$ cat src/almp_pkg.sv
`timescale 1ns / 1ps
// -----------------------------------------------------------------------------
// almp_pkg: shared types and constants for the acceleration magnitude unit
// Widths, register indexes, controller states and the command/status bundles.
// -----------------------------------------------------------------------------
package almp_pkg;

	localparam int FRAC_BITS = 8;
	localparam int ST_W      = 16 + FRAC_BITS;          // filter state width
	localparam int DIFF_W    = ST_W + 1;                 // filter difference width
	localparam int AW        = (FRAC_BITS + 1 > 9) ? FRAC_BITS + 1 : 9;
	localparam int MB_W      = (AW + 1 > 16) ? AW + 1 : 16;
	localparam int P_W       = DIFF_W + MB_W;            // multiplier product width
	localparam int ROOT_STEPS = 16;
	localparam int STEP_W    = $clog2(ROOT_STEPS);

	localparam logic [AW-1:0] ALPHA_ONE = AW'(1) << FRAC_BITS;

	localparam logic [7:0] REG_ALPHA     = 8'd0;
	localparam logic [7:0] REG_MAX_FAILS = 8'd1;

	localparam logic KIND_GOOD = 1'b0;

	typedef enum logic [3:0] {
		S_IDLE,
		S_MUL_LON,
		S_ADD_LON,
		S_MUL_LAT,
		S_ADD_LAT,
		S_SQ_LAT,
		S_SQ_LON,
		S_SUM,
		S_ROOT,
		S_FIN,
		S_DONE
	} state_t;

	typedef enum logic [1:0] {
		MS_LON,
		MS_LAT,
		MS_SQ_LAT,
		MS_SQ_LON
	} mul_sel_t;

	typedef struct packed {
		logic              accept;
		logic              mul_en;
		mul_sel_t          mul_sel;
		logic              add_lon;
		logic              add_lat;
		logic              acc_load;
		logic              rad_load;
		logic              root_step;
		logic [STEP_W-1:0] root_idx;
		logic              mag_load;
		logic              out_load;
	} cmd_t;

	typedef struct packed {
		logic online;
	} sts_t;

endpackage

$ cat src/almp_ctrl.sv
`timescale 1ns / 1ps
// -----------------------------------------------------------------------------
// almp_ctrl: sequencer for the acceleration magnitude unit
// Walks one item through filter, square, root and output hand-off.
// -----------------------------------------------------------------------------
module almp_ctrl import almp_pkg::*; (
	input  logic clk,
	input  logic arst_n,
	input  logic in_valid,
	output logic in_ready,
	input  logic in_kind,
	output logic out_valid,
	input  logic out_ready,
	input  sts_t sts,
	output cmd_t cmd
);

	state_t            state_q, state_d;
	logic [STEP_W-1:0] step_q;
	logic              out_valid_q;
	logic              take;

	assign in_ready  = (state_q == S_IDLE);
	assign take      = in_valid && in_ready;
	assign out_valid = out_valid_q;

	always_comb begin
		state_d = state_q;
		unique case (state_q)
			S_IDLE: begin
				if (take) begin
					if (sts.online && in_kind == KIND_GOOD) state_d = S_MUL_LON;
					else state_d = S_DONE;
				end
			end
			S_MUL_LON: state_d = S_ADD_LON;
			S_ADD_LON: state_d = S_MUL_LAT;
			S_MUL_LAT: state_d = S_ADD_LAT;
			S_ADD_LAT: state_d = S_SQ_LAT;
			S_SQ_LAT:  state_d = S_SQ_LON;
			S_SQ_LON:  state_d = S_SUM;
			S_SUM:     state_d = S_ROOT;
			S_ROOT: begin
				if (step_q == STEP_W'(ROOT_STEPS - 1)) state_d = S_FIN;
			end
			S_FIN:     state_d = S_DONE;
			S_DONE: begin
				if (!out_valid_q || out_ready) state_d = S_IDLE;
			end
			default:   state_d = S_IDLE;
		endcase
	end

	always_comb begin
		cmd           = '0;
		cmd.accept    = take;
		cmd.mul_sel   = MS_LON;
		cmd.root_idx  = step_q;
		unique case (state_q)
			S_MUL_LON: begin
				cmd.mul_en  = 1'b1;
				cmd.mul_sel = MS_LON;
			end
			S_ADD_LON: cmd.add_lon = 1'b1;
			S_MUL_LAT: begin
				cmd.mul_en  = 1'b1;
				cmd.mul_sel = MS_LAT;
			end
			S_ADD_LAT: cmd.add_lat = 1'b1;
			S_SQ_LAT: begin
				cmd.mul_en  = 1'b1;
				cmd.mul_sel = MS_SQ_LAT;
			end
			S_SQ_LON: begin
				cmd.mul_en   = 1'b1;
				cmd.mul_sel  = MS_SQ_LON;
				cmd.acc_load = 1'b1;
			end
			S_SUM:  cmd.rad_load  = 1'b1;
			S_ROOT: cmd.root_step = 1'b1;
			S_FIN:  cmd.mag_load  = 1'b1;
			S_DONE: cmd.out_load  = !out_valid_q || out_ready;
			default: ;
		endcase
	end

	always_ff @(posedge clk or negedge arst_n) begin
		if (!arst_n) begin
			state_q     <= S_IDLE;
			step_q      <= '0;
			out_valid_q <= 1'b0;
		end else begin
			state_q <= state_d;
			if (state_q == S_ROOT) step_q <= step_q + STEP_W'(1);
			else step_q <= '0;
			if (cmd.out_load) out_valid_q <= 1'b1;
			else if (out_ready) out_valid_q <= 1'b0;
		end
	end

	a_root_ends: assert property (@(posedge clk) disable iff (!arst_n)
		state_q == S_ROOT && step_q == STEP_W'(ROOT_STEPS - 1) |=> state_q == S_FIN)
		else $error("root iteration did not end after the last step");

	a_done_stalls: assert property (@(posedge clk) disable iff (!arst_n)
		state_q == S_DONE && out_valid_q && !out_ready |=> state_q == S_DONE)
		else $error("result left done state while output slot was full");

	a_out_holds: assert property (@(posedge clk) disable iff (!arst_n)
		out_valid_q && !out_ready |=> out_valid_q)
		else $error("output valid dropped before its transfer");

endmodule

$ cat src/almp_dp.sv
`timescale 1ns / 1ps
// -----------------------------------------------------------------------------
// almp_dp: datapath of the acceleration magnitude unit
// Filter states, shared multiplier, bit-serial square root, peak and fail count.
// -----------------------------------------------------------------------------
module almp_dp import almp_pkg::*; (
	input  logic        clk,
	input  logic        arst_n,
	input  cmd_t        cmd,
	output sts_t        sts,
	input  logic        in_kind,
	input  logic [15:0] in_lon,
	input  logic [15:0] in_lat,
	input  logic        cfg_we,
	input  logic [7:0]  cfg_index,
	input  logic [8:0]  cfg_data,
	output logic [63:0] out_data,
	output logic [1:0]  out_flags
);

	logic [8:0]              alpha_q;
	logic [7:0]              max_fails_q;
	logic [7:0]              fc_q;
	logic                    online_q;
	logic                    upd_q;
	logic signed [15:0]      x_lon_q, x_lat_q;
	logic signed [ST_W-1:0]  lon_st_q, lat_st_q;
	logic signed [P_W-1:0]   mul_q;
	logic [31:0]             acc_q, rad_q, root_q;
	logic [15:0]             mag_q, peak_q;
	logic [63:0]             out_data_q;
	logic [1:0]              out_flags_q;

	logic [AW-1:0]           a_clamp;
	logic signed [DIFF_W-1:0] diff_lon, diff_lat, mul_a;
	logic signed [MB_W-1:0]  mul_b, a_s;
	logic signed [P_W-1:0]   prod;
	logic signed [ST_W-1:0]  inc;
	logic signed [15:0]      lon_i, lat_i;
	logic [31:0]             bit_w, trial;
	logic [7:0]              fc_inc;

	assign sts.online = online_q;

	assign a_clamp = (AW'(alpha_q) > ALPHA_ONE) ? ALPHA_ONE : AW'(alpha_q);
	assign a_s     = MB_W'($signed({1'b0, a_clamp}));

	assign diff_lon = DIFF_W'($signed({x_lon_q, {FRAC_BITS{1'b0}}})) - DIFF_W'(lon_st_q);
	assign diff_lat = DIFF_W'($signed({x_lat_q, {FRAC_BITS{1'b0}}})) - DIFF_W'(lat_st_q);

	assign lon_i = lon_st_q[ST_W-1:FRAC_BITS];
	assign lat_i = lat_st_q[ST_W-1:FRAC_BITS];

	always_comb begin
		case (cmd.mul_sel)
			MS_LON: begin
				mul_a = diff_lon;
				mul_b = a_s;
			end
			MS_LAT: begin
				mul_a = diff_lat;
				mul_b = a_s;
			end
			MS_SQ_LAT: begin
				mul_a = DIFF_W'(lat_i);
				mul_b = MB_W'(lat_i);
			end
			default: begin
				mul_a = DIFF_W'(lon_i);
				mul_b = MB_W'(lon_i);
			end
		endcase
	end

	assign prod = mul_a * mul_b;
	// floor of product / 2^FRAC_BITS; magnitude never exceeds the difference
	assign inc  = ST_W'(mul_q >>> FRAC_BITS);

	assign bit_w = 32'h4000_0000 >> {cmd.root_idx, 1'b0};
	assign trial = root_q + bit_w;

	assign fc_inc = (fc_q == 8'hFF) ? fc_q : fc_q + 8'd1;

	always_ff @(posedge clk or negedge arst_n) begin
		if (!arst_n) begin
			alpha_q     <= 9'd26;
			max_fails_q <= 8'd5;
			fc_q        <= '0;
			online_q    <= 1'b1;
			upd_q       <= 1'b0;
			lon_st_q    <= '0;
			lat_st_q    <= '0;
			mag_q       <= '0;
			peak_q      <= '0;
		end else begin
			if (cfg_we) begin
				unique case (cfg_index)
					REG_ALPHA:     alpha_q     <= cfg_data;
					REG_MAX_FAILS: max_fails_q <= cfg_data[7:0];
					default: ;
				endcase
			end
			if (cmd.accept) begin
				upd_q <= online_q && in_kind == KIND_GOOD;
				if (online_q) begin
					if (in_kind == KIND_GOOD) begin
						fc_q <= '0;
					end else begin
						fc_q <= fc_inc;
						if (fc_inc >= max_fails_q) online_q <= 1'b0;
					end
				end
			end
			if (cmd.add_lon) lon_st_q <= lon_st_q + inc;
			if (cmd.add_lat) lat_st_q <= lat_st_q + inc;
			if (cmd.mag_load) begin
				mag_q <= root_q[15:0];
				if (root_q[15:0] > peak_q) peak_q <= root_q[15:0];
			end
		end
	end

	always_ff @(posedge clk) begin
		if (cmd.accept) begin
			x_lon_q <= in_lon;
			x_lat_q <= in_lat;
		end
		if (cmd.mul_en) mul_q <= prod;
		if (cmd.acc_load) acc_q <= mul_q[31:0];
		if (cmd.rad_load) begin
			rad_q  <= acc_q + mul_q[31:0];
			root_q <= '0;
		end else if (cmd.root_step) begin
			if (rad_q >= trial) begin
				rad_q  <= rad_q - trial;
				root_q <= (root_q >> 1) + bit_w;
			end else begin
				root_q <= root_q >> 1;
			end
		end
		if (cmd.out_load) begin
			out_data_q  <= {peak_q, mag_q, lon_i, lat_i};
			out_flags_q <= {upd_q, online_q};
		end
	end

	assign out_data  = out_data_q;
	assign out_flags = out_flags_q;

	a_online_sticky: assert property (@(posedge clk) disable iff (!arst_n)
		!$rose(online_q))
		else $error("unit came back online without reset");

	a_peak_holds: assert property (@(posedge clk) disable iff (!arst_n)
		cmd.mag_load |=> peak_q >= mag_q)
		else $error("peak fell below latest magnitude");

	a_offline_frozen: assert property (@(posedge clk) disable iff (!arst_n)
		cmd.accept && !online_q |=> fc_q == $past(fc_q) && !upd_q)
		else $error("offline item changed fail count or marked update");

endmodule

$ cat src/accel_lowpass_magnitude_peak_unit.sv
`timescale 1ns / 1ps
// -----------------------------------------------------------------------------
// accel_lowpass_magnitude_peak_unit: filtered acceleration magnitude with peak
// Low-pass filters two accelerometer axes, takes the vector magnitude and
// holds its peak; counts failed reads and drops offline at a set limit.
//
// Input stream: s_tdata = {raw_lat, raw_lon}, s_tuser = kind (1 = failed read).
// Output stream: one transfer per input transfer, m_tdata holds the filtered
// axes, magnitude and peak, m_tuser holds {updated, online}.
// Config channel: cfg_index 0 = alpha (1/256 units), 1 = max_fails; write
// only while no item is in flight.
//
// Sequence: a good sample runs from input transfer to output valid through
// two filter multiply/add steps, squaring of both axes, a sum, a
// bit-serial square root of ROOT_STEPS steps and a result load. A failed
// read or offline item goes straight to the result load. One item is in
// flight at a time; s_tready is high only when the sequencer is idle, so
// no new item is taken until the last one has been loaded for output.
// The finished result sits in an output register; if the receiver stalls,
// the next item still runs and waits at its end until that register frees.
// Reset restores alpha 26, max_fails 5, zero filters and peak, online.
// -----------------------------------------------------------------------------
module accel_lowpass_magnitude_peak_unit import almp_pkg::*; (
	input  logic        clk,
	input  logic        arst_n,
	input  logic        s_tvalid,
	output logic        s_tready,
	input  logic [31:0] s_tdata,    // [15:0] raw_lon, [31:16] raw_lat
	input  logic        s_tuser,    // [0] kind
	output logic        m_tvalid,
	input  logic        m_tready,
	output logic [63:0] m_tdata,    // [15:0] lat_filtered, [31:16] lon_filtered,
	                                // [47:32] total_mag, [63:48] peak_mag
	output logic [1:0]  m_tuser,    // [0] online, [1] updated
	input  logic        cfg_valid,
	output logic        cfg_ready,
	input  logic [7:0]  cfg_index,
	input  logic [8:0]  cfg_data
);

	cmd_t cmd;
	sts_t sts;

	assign cfg_ready = 1'b1;

	almp_ctrl u_ctrl (
		.clk       (clk),
		.arst_n    (arst_n),
		.in_valid  (s_tvalid),
		.in_ready  (s_tready),
		.in_kind   (s_tuser),
		.out_valid (m_tvalid),
		.out_ready (m_tready),
		.sts       (sts),
		.cmd       (cmd)
	);

	almp_dp u_dp (
		.clk       (clk),
		.arst_n    (arst_n),
		.cmd       (cmd),
		.sts       (sts),
		.in_kind   (s_tuser),
		.in_lon    (s_tdata[15:0]),
		.in_lat    (s_tdata[31:16]),
		.cfg_we    (cfg_valid && cfg_ready),
		.cfg_index (cfg_index),
		.cfg_data  (cfg_data),
		.out_data  (m_tdata),
		.out_flags (m_tuser)
	);

endmodule

$ cat config.mk
export PLATFORM = sky130hd
export DESIGN_NAME = accel_lowpass_magnitude_peak_unit
export DESIGN_NICKNAME = d
export VERILOG_FILES = /design/src/almp_pkg.sv /design/src/almp_ctrl.sv /design/src/almp_dp.sv /design/src/accel_lowpass_magnitude_peak_unit.sv
export SDC_FILE = /design/constraint.sdc
export NUM_CORES = 2
export LEC_CHECK = 0
export BUFFER_PORTS_ARGS = -buffer_cell sky130_fd_sc_hd__buf_4
export CAP_MARGIN = 10
export CORE_UTILIZATION = 50
export CTS_CLUSTER_SIZE = 14
export DETAILED_ROUTE_END_ITERATION = 6
export PLACE_DENSITY = 0.75
export SLEW_MARGIN = 20
export SYNTH_ARGS = -nofsm -noshare
export SYNTH_HDL_FRONTEND = slang
export SYNTH_SLANG_ARGS = --single-unit
$ cat constraint.sdc
create_clock -name clk -period 11.1 [get_ports clk]
set_clock_uncertainty 0.05 [all_clocks]
set_input_delay 0.555 -clock clk [delete_from_list [all_inputs] [get_ports clk]]
set_output_delay 0.555 -clock clk [all_outputs]
set_load 0.005 [all_outputs]
After elaboration in Yosys (flattened, before gate mapping)
Cells that the tools add are included.
{"block": "word_totals", "register_bits": 342, "word_cells": 100, "in_bits": 55, "out_inout_bits": 69}
{"block": "classes", "n_addsub": 10, "n_lt_le_gt_ge": 4, "bitwise_logic": 1, "n_mux": 28, "shifts": 1, "n_eq_ne": 18, "n_reduce_logical": 17, "mul": 1}
{"cell": "2-to-1 mux 32 bit", "count": 4}
{"cell": "case mux 25 bit (3 select lines)", "count": 1}
{"cell": "adder 32 bit", "count": 2}
{"cell": "subtractor 24 x 24 -> 25 bit", "count": 2}
{"cell": "adder 24 bit", "count": 2}
{"cell": "case mux 4 bit (11 select lines)", "count": 1}
{"cell": "adder 31 x 32 -> 32 bit", "count": 1}
{"cell": "greater-or-equal comparator 32 bit", "count": 1}
{"cell": "multiplier 25 x 16 -> 32 bit", "count": 1}
{"cell": "case mux 16 bit (2 select lines)", "count": 1}
{"cell": "right shift 31 x 5 -> 32 bit, first input constant", "count": 1}
{"cell": "subtractor 32 bit", "count": 1}
{"cell": "2-to-1 mux 4 bit", "count": 5}
{"cell": "== test 4 x 3 -> 1 bit, second input constant", "count": 4}
{"cell": "== test 4 bit, second input constant", "count": 4}
{"cell": "> comparator 16 bit", "count": 1}
{"cell": "2-to-1 mux 8 bit", "count": 2}
{"cell": "2-to-1 mux 1 bit", "count": 12}
{"cell": "case mux 3 bit (4 select lines)", "count": 1}
{"cell": "AND reduction 2 bit", "count": 5}
{"cell": "> comparator 9 bit, second input constant", "count": 1}
{"cell": "2-to-1 mux 9 bit", "count": 1}
{"cell": "adder 8 x 1 -> 8 bit, second input constant", "count": 1}
{"cell": "== test 4 x 2 -> 1 bit, second input constant", "count": 2}
{"cell": "other kinds (19)", "count": 23}

Longest topological paths before layout
{"block": "depth", "ltp_word": 6, "ltp_mapped": 35, "mapped_depth_nobuf": 35}

Hierarchy
A second synthesis with hierarchy kept.
{"block": "unflattened", "cells_unflattened": 3614, "area_unflattened_um2": 33769.9}
{"module": "almp_dp", "area_each_um2": 33166.8, "instances": 1, "cells_per_inst": 3545, "seq_area_each_um2": 9151.3}
{"module": "almp_ctrl", "area_each_um2": 591.8, "instances": 1, "cells_per_inst": 67, "seq_area_each_um2": 225.2}
{"module": "accel_lowpass_magnitude_peak_unit", "area_each_um2": 11.3, "instances": 1, "cells_per_inst": 2, "seq_area_each_um2": 0.0}

Least setup slack after synthesis
No wires, ideal clock.
{"block": "synth_timing", "path_type": "reg2reg", "startpoint": "register u_ctrl.state_q[2]", "endpoint": "register u_dp.mul_q[31], data pin", "t_arrival_ns": 8.196, "t_required_ns": 10.782, "setup_time_ns": 0.268, "period_less_slack_ns": 8.513, "setup_slack_ns": 2.587, "path_stages_with_launch": 31, "path_cell_list": "dfrtp_1 clkbuf_1 nor2b_1 nand2_1 inv_2 clkbuf_1 clkbuf_1 a21o_1 nor2_1 fa_1 inv_1 fa_1 fa_1 inv_1 fa_1 fa_1 inv_1 fa_1 inv_1 ha_1 o21ai_1 nand2b_1 a21oi_1 a21oi_1 and4_1 nand2b_1 a21o_1 nand2_1 a311oi_1 a211o_1 xnor3_1"}
{"block": "synth_via", "elab_chain_cells": 6, "elab_cells_between_ends": 12, "cone_classes": "mul (1); eq/ne (6); mux (3); reduce/logical (2)"}
{"element": "start, declared", "line": "almp_ctrl.sv:18", "rtl": "state_t state_q, state_d;"}
{"element": "start signal, assigned", "line": "almp_ctrl.sv:93", "rtl": "state_q <= state_d;"}
{"element": "== test 4 x 3 -> 1 bit, or another cell as far along", "line": "almp_ctrl.sv:59", "rtl": "unique case (state_q)"}
{"element": "case mux 3 bit (4 select lines) *", "line": "almp_ctrl.sv:59"}
{"element": "== test 2 x 1 -> 1 bit / logical NOT 2 bit (equally long branches)", "line": "almp_dp.sv:55", "rtl": "case (cmd.mul_sel)"}
{"element": "OR reduction 2 bit (no source line)"}
{"element": "case mux 16 bit (2 select lines)", "line": "almp_dp.sv:55"}
{"element": "multiplier 25 x 16 -> 32 bit *", "line": "almp_dp.sv:75", "rtl": "assign prod = mul_a * mul_b;"}
{"element": "net u_dp.prod[31]", "line": "almp_dp.sv:37", "rtl": "logic signed [P_W-1:0] prod;"}
{"element": "end signal, assigned", "line": "almp_dp.sv:128", "rtl": "if (cmd.mul_en) mul_q <= prod;"}
{"element": "end, declared", "line": "almp_dp.sv:28", "rtl": "logic signed [P_W-1:0] mul_q;"}
Mark *: on every way through the listed nets, which the timed path passes. The rest lies on a longest branch.
A chain may end at the register's enable or synchronous reset.

Worst setup path after layout
{"block": "layout_timing", "startpoint": "register u_ctrl.state_q[1]", "endpoint": "register u_dp.mul_q[31], data pin"}
Same word-level chain as after synthesis.

==> flow_summary.toml <==
[cts]
cts_tree = "yes"
clockRootBuffer = "clkbuf_16"
clk_latency_ns = 0.60
postCtsSetupRepairBufs = 0
max-clock-path-buffers = 3
htree_levels = 2
ctsHoldBuffers = 0
cts.reportedPaths.clkPinSlew_ns = 0.06
cts.repair.resized = 0
cts_inserted_buffers = 42
clock-sinks = 342

[sta]
rsz0062_at_grt = "false"
fin_ws_ns = 1.56
maxSlewHeadroom_pct = 22.1
hold_violations = 0
tightest_slew_ns = 1.16
timing.hold.ws_ns = 0.0128
finalCritPeriodShare_pct = 85.9
finalMaxSlewViolations = 0
max_clock_freq_mhz = 105
finalSetupTns_ns = 0
period_needed_ns = 9.54
final-setup-viol-count = 0

[routing]
num_vias = 26700
drt_iter0_markers = 2297
totalWireLength_mm = 92.6
via_per_inst = 5.74
drc = 2
postRouteAntennaNets = 0
routedWlPerCell_um = 19.9
first_pass_iters = 7

[critical_path]
cpMostUsedCell = "fa_1"
path_delay_family = "compound AO/OA/AOI/OAI gates"
cp-start-kind = "flop"
critPathBufInv = 3
worstPathArrival_ns = 9.80
crit_type = "reg2reg"
cp_data_required_time_ns = 11.36
critPathSlowestCell = "nor2_1"
end_kind = "flop"
crit_fanout = 20
critPathMaxStageDelay_ns = 1.03

[cells_and_area]
drive_gt1_share_pct = 9.09
syn_to_final_growth_pct = 10.1
final_common_cell = "inv_1"
layout.cell_area.non_filler_mm2 = 0.0371
final_nets = 4407
n_fill_cell = 5745
layout_common_cells = "inv_1 (508), nand2_1 (363), nor2_1 (355)"
diodes = 0

[placement]
gp_congestion = 0.970
postPlaceCellArea_mm2 = 0.0357
place_ws_ns = 1.84
portBuffers = 122
dp_hpwl_mm = 71.7

[synth]
avgSynthCellArea_um2 = 9.25
synth_area_mm2 = 0.0337
syn_inst = 3645
ys_seq_area_share_pct = 27.8
synth_warnings = 0
ys_ff_latch = 342
netlist-cell-type-count = 83
async_flop_share_pct = 33.9
yosys_most_used_dff = "edfxtp_1"
synth-edff-count = 194

[global_route]
grt_overflow = 0
grt_max_degree = 67
antenna_found_initial = 1
grt_pass1_wl_mm = 145
grt_pass1_vias = 26800
track_usage_pct = 27.3

[die]
num_rows = 94
die_width_um = 262
die_h_um = 262
pin_count = 124
core_mm2 = 0.0662
die_area_mm2 = 0.0685
initial_utilization_pct = 50.9

[outcome]
violations = "design-rule violations"
status = "complete, but fails checks"

[worst_hold_path]
hold_class = "in2async"

[flow_run]
cap_viol_max_count = 0
cell usage after synthesis (all sizes together), types with 21 or more instances:
cell type	number	area (um2)
a31oi	40	250
nor2b	36	225
xor2	81	709
inv	510	1910
xnor2	148	1300
o31ai	25	188
dfrtp	110	2750
nand2b	54	338
a21o	70	526
ha	298	3730
o21ai	209	1060
nand2	363	1360
o21bai	23	173
nor3	45	225
nor2	357	1340
fa	305	6110
o21a	35	263
mux2i	21	210
and3	23	144
nand3	34	170
mux2	48	541
a21oi	189	950
and2	28	175
a211oi	35	263
edfxtp	194	5830
dfxtp	32	641
clkbuf	89	334
worst reg2reg max path: cells and delay by family, from the launching register on:
kind            cells  cell delay [ns]
simple gates        6             2.33
fa+ha+maj           7             2.76
xor+xnor            1             0.36
compound gates     11             2.96
buf+inv             3             0.13
flops               1             0.70
layout make-up:
cell class / instances / area [um2] / share of cell area [%]
multi-input cells: 2687 / 22100 / 59.5
flip-flops and latches: 342 / 9380 / 25.2
inverters: 511 / 1920 / 5.16
repair buffers: 165 / 1240 / 3.34
clock buffers: 53 / 1120 / 3.02
well taps: 864 / 1080 / 2.91
clock inverters: 25 / 314 / 0.846
sequential cells by signal (all words and copies together) (netlist names):
name,cells
u_ctrl.out_valid,1
u_ctrl.state_q,4
u_ctrl.step_q,4
u_dp.acc_q,32
u_dp.alpha_q,9
u_dp.fc_q,8
u_dp.lat_st_q,24
u_dp.lon_st_q,24
u_dp.mag_q,16
u_dp.max_fails_q,8
u_dp.mul_q,32
u_dp.out_data,64
u_dp.out_flags,2
u_dp.peak_q,16
u_dp.rad_q,32
u_dp.root_q,32
u_dp.sts,1
u_dp.upd_q,1
u_dp.x_lat_q,16
u_dp.x_lon_q,16
path summary, 6_finish.rpt:
kind	start	end	slack, ns	cells past startpoint
worst max-delay path	u_ctrl.state_q[1]	u_dp.mul_q[31]	1.56	28
worst min-delay path	arst_n	u_dp.mag_q[11]	0.01	1
worst max register to register	u_ctrl.state_q[1]	u_dp.mul_q[31]	1.56	28
worst min register to register	u_dp.mag_q[15]	u_dp.out_data[47]	0.40	0
max in group asynchronous	arst_n	u_dp.lon_st_q[2]	9.62	2
min in group clk	s_tdata[5]	u_dp.x_lon_q[5]	0.09	1
cell families after synthesis:
family	share of synthesized area (%)
DFF	27.8
adders and majority gates	29.2
buffers and inverters	6.93
muxes	2.23
other	0.0111
AOI/OAI and AO/OA	14.2
and+or+nand+nor	13.6
xor gates and xnor gates	6.01
stage by stage:
step	cells	utilization (%)
4_1_cts	4647	56.1
5_1_grt	4647	56.1
2_1_floorplan	3646	-
3_5_place_dp	4569	53.9
6_report	4647	56.1
3_3_place_gp	4569	53.9
per-layer routing:
metal  global-route usage (%)  vias up  wire length, um
met5                        0        -               11
met4                     11.8        2             4300
met3                     5.28      242             7960
met2                     46.4     1081            44100
met1                     33.7    12900            36200
li1                         -    12500                -
Power is not shown: default switching activity piles up to over one toggle a cycle in this logic, so the estimate is an artifact.
